$ cat config.mk
export PLATFORM = sky130hd
export DESIGN_NAME = adaptive_scalar_kalman_filter
export DESIGN_NICKNAME = d
export VERILOG_FILES = /design/src/rtl/askf_pkg.sv /design/src/rtl/askf_mul.sv /design/src/rtl/askf_div.sv /design/src/rtl/adaptive_scalar_kalman_filter.sv
export SDC_FILE = /design/constraint.sdc
export NUM_CORES = 2
export LEC_CHECK = 0
export ABC_CLOCK_PERIOD_IN_PS = 8070
export BUFFER_PORTS_ARGS = -buffer_cell sky130_fd_sc_hd__buf_2
export CAP_MARGIN = 5
export CORE_MARGIN = 8
export CORE_UTILIZATION = 29
export DETAILED_ROUTE_END_ITERATION = 7
export GPL_ROUTABILITY_DRIVEN = 0
export MAX_ROUTING_LAYER = met4
export PLACE_DENSITY = 0.43
export RECOVER_POWER = 25
export SLEW_MARGIN = 10
export SYNTH_ARGS = -nofsm -noshare
export SYNTH_HDL_FRONTEND = slang
export SYNTH_HIERARCHICAL = 1
export SYNTH_SLANG_ARGS = --single-unit
$ cat constraint.sdc
create_clock -name clk -period 8.07 [get_ports clk]
set_clock_uncertainty 0.1 [all_clocks]
set_input_delay 1.2105 -clock clk [delete_from_list [all_inputs] [get_ports clk]]
set_output_delay 1.2105 -clock clk [all_outputs]
set_load 0.01 [all_outputs]
$ cat src/rtl/askf_pkg.sv
package askf_pkg;
  localparam int FRAC_BITS = 16;
  localparam int VAL_W     = 24;
  localparam int GAIN_W    = FRAC_BITS + 1;
  localparam int ROOT_W    = (VAL_W + FRAC_BITS + 1) / 2;
  localparam int MUL_W     = 2 * VAL_W;

  localparam logic [VAL_W-1:0] VAL_MAX = {VAL_W{1'b1}};
  localparam logic [GAIN_W-1:0] GAIN_ONE = GAIN_W'(1) << FRAC_BITS;

  localparam int CFG_IDX_W = 3;
  localparam logic [CFG_IDX_W-1:0] REG_PROCESS_NOISE  = 3'd0;
  localparam logic [CFG_IDX_W-1:0] REG_NOISE_GAIN     = 3'd1;
  localparam logic [CFG_IDX_W-1:0] REG_THR_SLOPE      = 3'd2;
  localparam logic [CFG_IDX_W-1:0] REG_THR_OFFSET     = 3'd3;
  localparam logic [CFG_IDX_W-1:0] REG_THR_KNEE       = 3'd4;
  localparam logic [CFG_IDX_W-1:0] REG_THR_FLOOR      = 3'd5;
  localparam logic [CFG_IDX_W-1:0] REG_INIT_VARIANCE  = 3'd6;

  localparam logic [VAL_W-1:0] RST_PROCESS_NOISE = 24'd6554;
  localparam logic [VAL_W-1:0] RST_NOISE_GAIN    = 24'd6554;
  localparam logic [VAL_W-1:0] RST_THR_SLOPE     = 24'd1610;
  localparam logic [VAL_W-1:0] RST_THR_OFFSET    = 24'd179765;
  localparam logic [VAL_W-1:0] RST_THR_KNEE      = 24'd655360;
  localparam logic [VAL_W-1:0] RST_THR_FLOOR     = 24'd327680;
  localparam logic [VAL_W-1:0] RST_INIT_VARIANCE = 24'd131072;

  function automatic logic [VAL_W-1:0] sat24(input logic [MUL_W-1:0] v);
    logic [VAL_W-1:0] r;
    r = (v > MUL_W'(VAL_MAX)) ? VAL_MAX : v[VAL_W-1:0];
    return r;
  endfunction
endpackage

$ cat src/rtl/askf_mul.sv
module askf_mul
  import askf_pkg::*;
(
  input  logic             clk,
  input  logic [VAL_W-1:0] a,
  input  logic [VAL_W-1:0] b,
  output logic [MUL_W-1:0] p_r
);
  // shared 24x24 multiplier, registered product
  always_ff @(posedge clk) begin
    p_r <= MUL_W'(a) * MUL_W'(b);
  end
endmodule

$ cat src/rtl/askf_div.sv
module askf_div
  import askf_pkg::*;
(
  input  logic                       clk,
  input  logic                       rst_n,
  input  logic                       start,
  input  logic [VAL_W+FRAC_BITS-1:0] num,
  input  logic [VAL_W:0]             den,
  output logic                       busy_r,
  output logic [VAL_W+FRAC_BITS-1:0] quot_r
);
  localparam int NW = VAL_W + FRAC_BITS;
  localparam int CW = $clog2(NW + 1);

  // restoring divider, one quotient bit a cycle
  logic [VAL_W+1:0] rem_r;
  logic [CW-1:0]    cnt_r;
  logic [VAL_W+1:0] trial;

  assign trial = {rem_r[VAL_W:0], quot_r[NW-1]};

  always_ff @(posedge clk) begin
    if (!rst_n) begin
      busy_r <= 1'b0;
      cnt_r  <= '0;
    end else if (start) begin
      busy_r <= 1'b1;
      cnt_r  <= CW'(NW);
      rem_r  <= '0;
      quot_r <= num;
    end else if (busy_r) begin
      if (trial >= {1'b0, den}) begin
        rem_r  <= trial - {1'b0, den};
        quot_r <= {quot_r[NW-2:0], 1'b1};
      end else begin
        rem_r  <= trial;
        quot_r <= {quot_r[NW-2:0], 1'b0};
      end
      cnt_r <= cnt_r - CW'(1);
      if (cnt_r == CW'(1)) begin
        busy_r <= 1'b0;
      end
    end
  end
endmodule

$ cat src/rtl/adaptive_scalar_kalman_filter.sv
// sequence: an accepted request runs S_SQRT (square root), S_MR (noise product),
// S_MTHR and S_DIV (threshold product and gain divider), S_GAIN, S_M1 to S_M4 (blend
// and variance products) and then S_OUT with out_valid; throughput: one request at a time;
// a new one is taken once the result has gone, so a stalled result holds the input off
// the square root is bit-serial and the divider takes one quotient bit a cycle
// reset: synchronous active-low rst_n clears state, started flag and control,
// and loads the register reset values
module adaptive_scalar_kalman_filter
  import askf_pkg::*;
(
  input  logic                 clk,
  input  logic                 rst_n,
  input  logic                 in_valid,
  output logic                 in_stall,
  input  logic [VAL_W-1:0]     in_measurement,
  output logic                 out_valid,
  input  logic                 out_stall,
  output logic [VAL_W-1:0]     out_estimate,
  output logic                 out_outlier_taken,
  input  logic                 cfg_we,
  input  logic [CFG_IDX_W-1:0] cfg_index,
  input  logic [VAL_W-1:0]     cfg_data
);
  localparam int SQ_W  = 2 * ROOT_W;
  localparam int SQ_CW = $clog2(ROOT_W + 1);

  typedef enum logic [3:0] {
    S_IDLE, S_SQRT, S_MR, S_MTHR, S_DIV, S_GAIN,
    S_M1, S_M2, S_M3, S_M4, S_M5, S_OUT
  } state_t;

  state_t state_r;

  // configuration registers
  logic [VAL_W-1:0] q_r, ngain_r, slope_r, offs_r, knee_r, floor_r, pinit_r;

  // filter state
  logic [VAL_W-1:0] est_r, var_r;
  logic             started_r;

  // per-request working values
  logic [VAL_W-1:0]  meas_r, xp_r, p_r, pp_r, r_r, thr_r;
  logic [GAIN_W-1:0] g_r;
  logic              seed_r, outl_r;
  logic [MUL_W:0]    acc_r;

  // square root: bit pair per cycle
  logic [SQ_W-1:0]   sq_v_r;
  logic [ROOT_W+1:0] sq_rem_r;
  logic [ROOT_W-1:0] sq_root_r;
  logic [SQ_CW-1:0]  sq_cnt_r;
  logic [ROOT_W+1:0] sq_trial;

  // shared multiplier
  logic [VAL_W-1:0] mul_a, mul_b;
  logic [MUL_W-1:0] mul_p;

  // gain divider
  logic                       div_start;
  logic                       div_busy;
  logic [VAL_W+FRAC_BITS-1:0] div_quot;
  logic [VAL_W:0]             den;

  logic [VAL_W-1:0]  innov;
  logic [VAL_W-1:0]  one_m_g;
  logic [MUL_W:0]    blend;

  askf_mul u_mul (.clk(clk), .a(mul_a), .b(mul_b), .p_r(mul_p));

  askf_div u_div (
    .clk(clk), .rst_n(rst_n), .start(div_start),
    .num({pp_r, FRAC_BITS'(0)}), .den(den),
    .busy_r(div_busy), .quot_r(div_quot)
  );

  assign den      = {1'b0, p_r} + {1'b0, r_r};
  assign sq_trial = {sq_rem_r[ROOT_W-1:0], sq_v_r[SQ_W-1 -: 2]} - {sq_root_r, 2'b01};
  assign innov    = (meas_r > xp_r) ? meas_r - xp_r : xp_r - meas_r;
  assign one_m_g  = VAL_W'(GAIN_ONE - g_r);
  assign blend    = acc_r + {1'b0, mul_p};

  assign in_stall  = (state_r != S_IDLE);
  assign out_valid = (state_r == S_OUT);

  // multiplier operand select by step
  always_comb begin
    mul_a = '0;
    mul_b = '0;
    case (state_r)
      S_MR:   begin mul_a = ngain_r; mul_b = VAL_W'(sq_root_r); end
      // threshold product held while the divider runs
      S_MTHR, S_DIV: begin mul_a = slope_r; mul_b = xp_r; end
      S_M1:   begin mul_a = VAL_W'(outl_r ? g_r : GAIN_W'(one_m_g)); mul_b = xp_r; end
      S_M2:   begin mul_a = VAL_W'(outl_r ? GAIN_W'(one_m_g) : g_r); mul_b = meas_r; end
      S_M3:   begin mul_a = one_m_g; mul_b = pp_r; end
      default: begin mul_a = '0; mul_b = '0; end
    endcase
  end

  assign div_start = (state_r == S_MTHR);

  always_ff @(posedge clk) begin
    if (!rst_n) begin
      state_r   <= S_IDLE;
      est_r     <= '0;
      var_r     <= '0;
      started_r <= 1'b0;
      q_r       <= RST_PROCESS_NOISE;
      ngain_r   <= RST_NOISE_GAIN;
      slope_r   <= RST_THR_SLOPE;
      offs_r    <= RST_THR_OFFSET;
      knee_r    <= RST_THR_KNEE;
      floor_r   <= RST_THR_FLOOR;
      pinit_r   <= RST_INIT_VARIANCE;
    end else begin
      if (cfg_we) begin
        case (cfg_index)
          REG_PROCESS_NOISE: q_r     <= cfg_data;
          REG_NOISE_GAIN:    ngain_r <= cfg_data;
          REG_THR_SLOPE:     slope_r <= cfg_data;
          REG_THR_OFFSET:    offs_r  <= cfg_data;
          REG_THR_KNEE:      knee_r  <= cfg_data;
          REG_THR_FLOOR:     floor_r <= cfg_data;
          REG_INIT_VARIANCE: pinit_r <= cfg_data;
          default: ;
        endcase
      end
      case (state_r)
        S_IDLE: begin
          if (in_valid) begin
            // prediction: seed on first request
            meas_r    <= in_measurement;
            seed_r    <= !started_r;
            xp_r      <= started_r ? est_r : in_measurement;
            p_r       <= started_r ? var_r : pinit_r;
            pp_r      <= sat24(MUL_W'(started_r ? var_r : pinit_r) + MUL_W'(q_r));
            sq_v_r    <= {(started_r ? est_r : in_measurement), FRAC_BITS'(0)};
            sq_rem_r  <= '0;
            sq_root_r <= '0;
            sq_cnt_r  <= SQ_CW'(ROOT_W);
            state_r   <= S_SQRT;
          end
        end
        S_SQRT: begin
          if (!sq_trial[ROOT_W+1]) begin
            sq_rem_r  <= sq_trial;
            sq_root_r <= {sq_root_r[ROOT_W-2:0], 1'b1};
          end else begin
            sq_rem_r  <= {sq_rem_r[ROOT_W-1:0], sq_v_r[SQ_W-1 -: 2]};
            sq_root_r <= {sq_root_r[ROOT_W-2:0], 1'b0};
          end
          sq_v_r   <= {sq_v_r[SQ_W-3:0], 2'b00};
          sq_cnt_r <= sq_cnt_r - SQ_CW'(1);
          if (sq_cnt_r == SQ_CW'(1)) begin
            state_r <= S_MR;
          end
        end
        S_MR: begin
          state_r <= S_MTHR;
        end
        S_MTHR: begin
          // noise product ready; the divider is started in this state and its steps use the new r
          r_r     <= sat24(mul_p >> FRAC_BITS);
          state_r <= S_DIV;
        end
        S_DIV: begin
          if (!div_busy) begin
            thr_r   <= (xp_r < knee_r) ? floor_r
                       : sat24((mul_p >> FRAC_BITS) + MUL_W'(offs_r));
            state_r <= S_GAIN;
          end
        end
        S_GAIN: begin
          if (den == '0 || div_quot > (VAL_W + FRAC_BITS)'(GAIN_ONE)) begin
            g_r <= GAIN_ONE;
          end else begin
            g_r <= div_quot[GAIN_W-1:0];
          end
          outl_r  <= !seed_r && (innov > thr_r);
          state_r <= S_M1;
        end
        S_M1: begin
          acc_r   <= '0;
          state_r <= S_M2;
        end
        S_M2: begin
          acc_r   <= {1'b0, mul_p};
          state_r <= S_M3;
        end
        S_M3: begin
          est_r   <= VAL_W'(blend >> FRAC_BITS);
          state_r <= S_M4;
        end
        S_M4: begin
          var_r     <= VAL_W'(mul_p >> FRAC_BITS);
          started_r <= 1'b1;
          state_r   <= S_OUT;
        end
        S_OUT: begin
          if (!out_stall) begin
            state_r <= S_IDLE;
          end
        end
        default: state_r <= S_IDLE;
      endcase
    end
  end

  assign out_estimate      = est_r;
  assign out_outlier_taken = outl_r;

  // no request taken while a result is pending
  a_no_accept_busy: assert property (@(posedge clk) disable iff (!rst_n)
    out_valid |-> in_stall) else $error("request accepted while busy");

  // a seeding request never flags an outlier
  a_seed_no_outlier: assert property (@(posedge clk) disable iff (!rst_n)
    (out_valid && seed_r) |-> !out_outlier_taken) else $error("outlier on seed");

  // gain never above one once computed
  a_gain_le_one: assert property (@(posedge clk) disable iff (!rst_n)
    out_valid |-> (g_r <= GAIN_ONE)) else $error("gain above one");
endmodule

==> metrics <==
outcome finished, violations left; failing checks capacitance limit, slew limit, setup timing; slowest cell on the critical path sky130_fd_sc_hd__fa_2; die height around 450 um; signal arrival time at the worst endpoint ~8600 ps; Die Span X 448 um; source-to-sink clock delay at the later pin of the worst-skew pair between 700 and 800 ps; Netlist Area Pre-Place around 54000 um2; final global-route overflow total 0; Hold Fails Final Rpt 0; crit-path max FO 6; number of antenna violations at the first check in global routing 23; hpwl dp approximately 150000 um; flop and latch count out of synthesis between 600 and 700; Top-Level Pins 83; row count about 160; number of global-route vias before repair approximately 44k; actual transition at the worst max-transition pin 3700 ps; setup repair after global routing missed its margin true; placeable core area approximately 190000 um2; number of vias after detailed routing 43.6k; remaining antenna violation count 0; pre-CTS WS -517 ps; delay contributed by the slowest stage of the critical path between 500 and 600 ps; Worst setup SP type register; clock root buffer master sky130_fd_sc_hd__clkbuf_16; Main synth FF type sky130_fd_sc_hd__edfxtp_1; Placed Instances 8631; total design power 7730 uW; largest net degree at the start of global routing 95; Yosys warnings 6; tightest hold margin about 350 ps; growth of design area from synthesis to finish 18.8%; Final nets roughly 7.2k; pwr/cell area roughly 120 nW/um2; global-route wire length before repair roughly 290000 um; clock transition time at the flip-flop clock pins of the worst setup and hold paths 60 ps; max-slew violation total from the final report around 260; global-route total usage across every layer 19.4%; post-synthesis sequential area ratio 28.9%; count of clock tree sinks about 610; hold crit path type reg2reg; Port Buffer Count between 80 and 90; share of flip-flops with an asynchronous set or reset after synthesis 0%; nature of the critical path endpoint register; top library cells by usage in the layout, fill and taps aside sky130_fd_sc_hd__nand2_1, sky130_fd_sc_hd__inv_1, sky130_fd_sc_hd__fa_1, sky130_fd_sc_hd__a21oi_1, sky130_fd_sc_hd__ha_1; Inserted Clock Buffers 75; initial cell density of the core between 20 and 30%; final setup violation count 8; average instance area after synthesis 9.06 um2; maximum level of the CTS H-tree 3; peak clock frequency supported by timing around 120 MHz; leak pwr 0.0280 uW; Buf/Inv on CP 9; Worst Path Required between 8000 and 9000 ps; largest buffer count on any clock path 3; starting DRC count in detailed routing ~3.3k; aggregate routed wire length between 150000 and 200000 um; Max IR drop VDD roughly 0.00015 V; fin worst setup slack -68.8 ps; DRC violations left 0; normalized max-slew margin -148%; floorplan die area 201000 um2; most frequent standard cell in the layout excluding fill and tap cells sky130_fd_sc_hd__nand2_1; Pre-antenna DRT Iters 8; Routed WL per cell about 22 um; EDFF count, synth approximately 340; number of cells produced by synthesis between 5k and 6k; time the final worst path needs with I/O delays and setup 8140 ps; number of distinct library cells after synthesis 97; type of the setup path with the least slack reg2reg; share of final-layout standard cells stronger than drive strength 1 approximately 15%; final cycle utilization of the critical path 101%; final cell count without fillers just under 9k; max_cap viols 6; clock tree from TritonCTS built; Via density 4.94; Worst path top cell family by delay adder cells; most frequent cell on the critical path sky130_fd_sc_hd__fa_1
-- final cells by class --
cell class / instances / area (um2)
Sequential cell: 613 / 15600
Multi-Input combinational cell: 4312 / 35700
Inverter: 777 / 2920
Timing Repair Buffer: 498 / 4410
Fill cell: 19427 / 121000
Antenna cell: 5 / 12.5
Clock inverter: 42 / 438
Clock buffer: 98 / 2030
Tap cell: 2480 / 3100
-- worst paths after layout --
path / from / end / slack, ps / cells past startpoint
hold / removal: pinit_r[20]$_SDFFE_PN0P_ / pinit_r[20]$_SDFFE_PN0P_ / 350 / 2
setup / recovery: g_r[1]$_SDFFCE_PP0P_ / u_mul/p_r[43]$_DFF_P_ / -70 / 33
setup reg to reg: g_r[1]$_SDFFCE_PP0P_ / u_mul/p_r[43]$_DFF_P_ / -70 / 33
hold reg to reg: pinit_r[20]$_SDFFE_PN0P_ / pinit_r[20]$_SDFFE_PN0P_ / 350 / 2
-- stage by stage --
| step | cell area, um2 | utilization [%] | setup TNS, ps |
|---|---|---|---|
| detailed placement | 60100 | 32.4 | -10450 |
| finish | 64200 | 34.6 | -297 |
| global placement | 60100 | 32.4 | -9390 |
| global route | 64200 | 34.6 | -7510 |
| floorplan | 54100 | - | 0 |
| CTS | 63600 | 34.3 | -774 |
-- timing repair --
item / 4_1_cts / 5_1_grt
hold buffers: 0 / 0
pin swaps: 84 / 116
setup endpoints to repair: 31 / 34
buffers inserted: 24 / 26
cloned: 3 / 0
gates resized for setup: 189 / 146
-- Yosys cell counts, types with 7 or more instances --
cell type | n | share of area [%]
sky130_fd_sc_hd__o21a_1 | 34 | 0.47
sky130_fd_sc_hd__or2_2 | 33 | 0.38
sky130_fd_sc_hd__nand4_1 | 53 | 0.61
sky130_fd_sc_hd__nand2_1 | 953 | 6.6
sky130_fd_sc_hd__a21oi_1 | 466 | 4.3
sky130_fd_sc_hd__a221o_1 | 20 | 0.37
sky130_fd_sc_hd__o31a_1 | 10 | 0.16
sky130_fd_sc_hd__nor2b_1 | 36 | 0.42
sky130_fd_sc_hd__fa_1 | 488 | 18
sky130_fd_sc_hd__dfxtp_1 | 276 | 10
sky130_fd_sc_hd__a21boi_0 | 7 | 0.097
sky130_fd_sc_hd__edfxtp_1 | 337 | 19
sky130_fd_sc_hd__o211ai_1 | 18 | 0.25
sky130_fd_sc_hd__xor2_1 | 66 | 1.1
sky130_fd_sc_hd__o21ai_1 | 11 | 0.10
sky130_fd_sc_hd__o21ai_0 | 167 | 1.5
sky130_fd_sc_hd__clkbuf_1 | 241 | 1.7
sky130_fd_sc_hd__buf_2 | 14 | 0.13
sky130_fd_sc_hd__a21o_1 | 100 | 1.4
sky130_fd_sc_hd__inv_1 | 777 | 5.4
sky130_fd_sc_hd__or3_1 | 19 | 0.22
sky130_fd_sc_hd__a31oi_1 | 33 | 0.38
sky130_fd_sc_hd__o21bai_1 | 26 | 0.36
sky130_fd_sc_hd__nor2_1 | 221 | 1.5
sky130_fd_sc_hd__nor3b_1 | 7 | 0.097
sky130_fd_sc_hd__o22ai_1 | 16 | 0.19
sky130_fd_sc_hd__a222oi_1 | 28 | 0.52
sky130_fd_sc_hd__buf_6 | 9 | 0.19
sky130_fd_sc_hd__mux2_2 | 118 | 2.5
sky130_fd_sc_hd__buf_1 | 9 | 0.062
sky130_fd_sc_hd__o31ai_1 | 22 | 0.31
sky130_fd_sc_hd__nand3_1 | 116 | 1.1
sky130_fd_sc_hd__ha_1 | 428 | 9.9
sky130_fd_sc_hd__and3_1 | 39 | 0.45
sky130_fd_sc_hd__a22oi_1 | 10 | 0.14
sky130_fd_sc_hd__nand2b_1 | 35 | 0.40
sky130_fd_sc_hd__a211oi_1 | 33 | 0.46
sky130_fd_sc_hd__xnor2_1 | 111 | 1.8
sky130_fd_sc_hd__and2_1 | 347 | 4.0
sky130_fd_sc_hd__nor3_1 | 57 | 0.53
sky130_fd_sc_hd__mux2i_1 | 15 | 0.28
sky130_fd_sc_hd__a211o_1 | 7 | 0.11
sky130_fd_sc_hd__nor4_1 | 21 | 0.24
-- worst min-delay path, cell delays in order, from the launching register on --
cell                      delay, ps
sky130_fd_sc_hd__dfxtp_1        300
sky130_fd_sc_hd__nand2_1         50
sky130_fd_sc_hd__a21oi_1         50
-- sequential cells by signal (all words and copies together) (netlist names), 25 cells and up --
register and count:
acc_r 40, u_div/rem_r 25, u_mul/p_r 48, u_div/quot_r 40
-- where the power goes --
part / leakage [uW] / total [uW] / switching, uW / internal (uW)
registers: 0.00539 / 3440 / 65.0 / 3380
clock network: 0.00118 / 3420 / 1520 / 1900
logic: 0.0215 / 869 / 552 / 317
-- kinds of logic (layout without fill, tap and decap cells) --
family,count (synthesis),after routing,share of synthesized area (%)
other,1,21,0.00694
adders and majority gates,916,916,28.0
muxes,133,133,2.74
and+or+nand+nor,1974,1974,17.2
AOI/OAI and AO/OA,1096,1096,12.8
buffers and inverters,1055,1415,7.53
DFF,613,613,28.9
xor gates and xnor gates,177,177,2.87
-- metal layers --
metal / vias to the layer above / wire (um) / global-route usage [%] / share of wire (%)
li1: 20509 / - / - / -
met1: 21900 / 88500 / 26.7 / 46
met3: 204 / 10500 / 2.27 / 5.5
met2: 997 / 88200 / 30.5 / 46
met4: 0 / 5160 / 4.68 / 2.7
met5: - / 0 / - / 0
(Power assumes the default switching activity.)
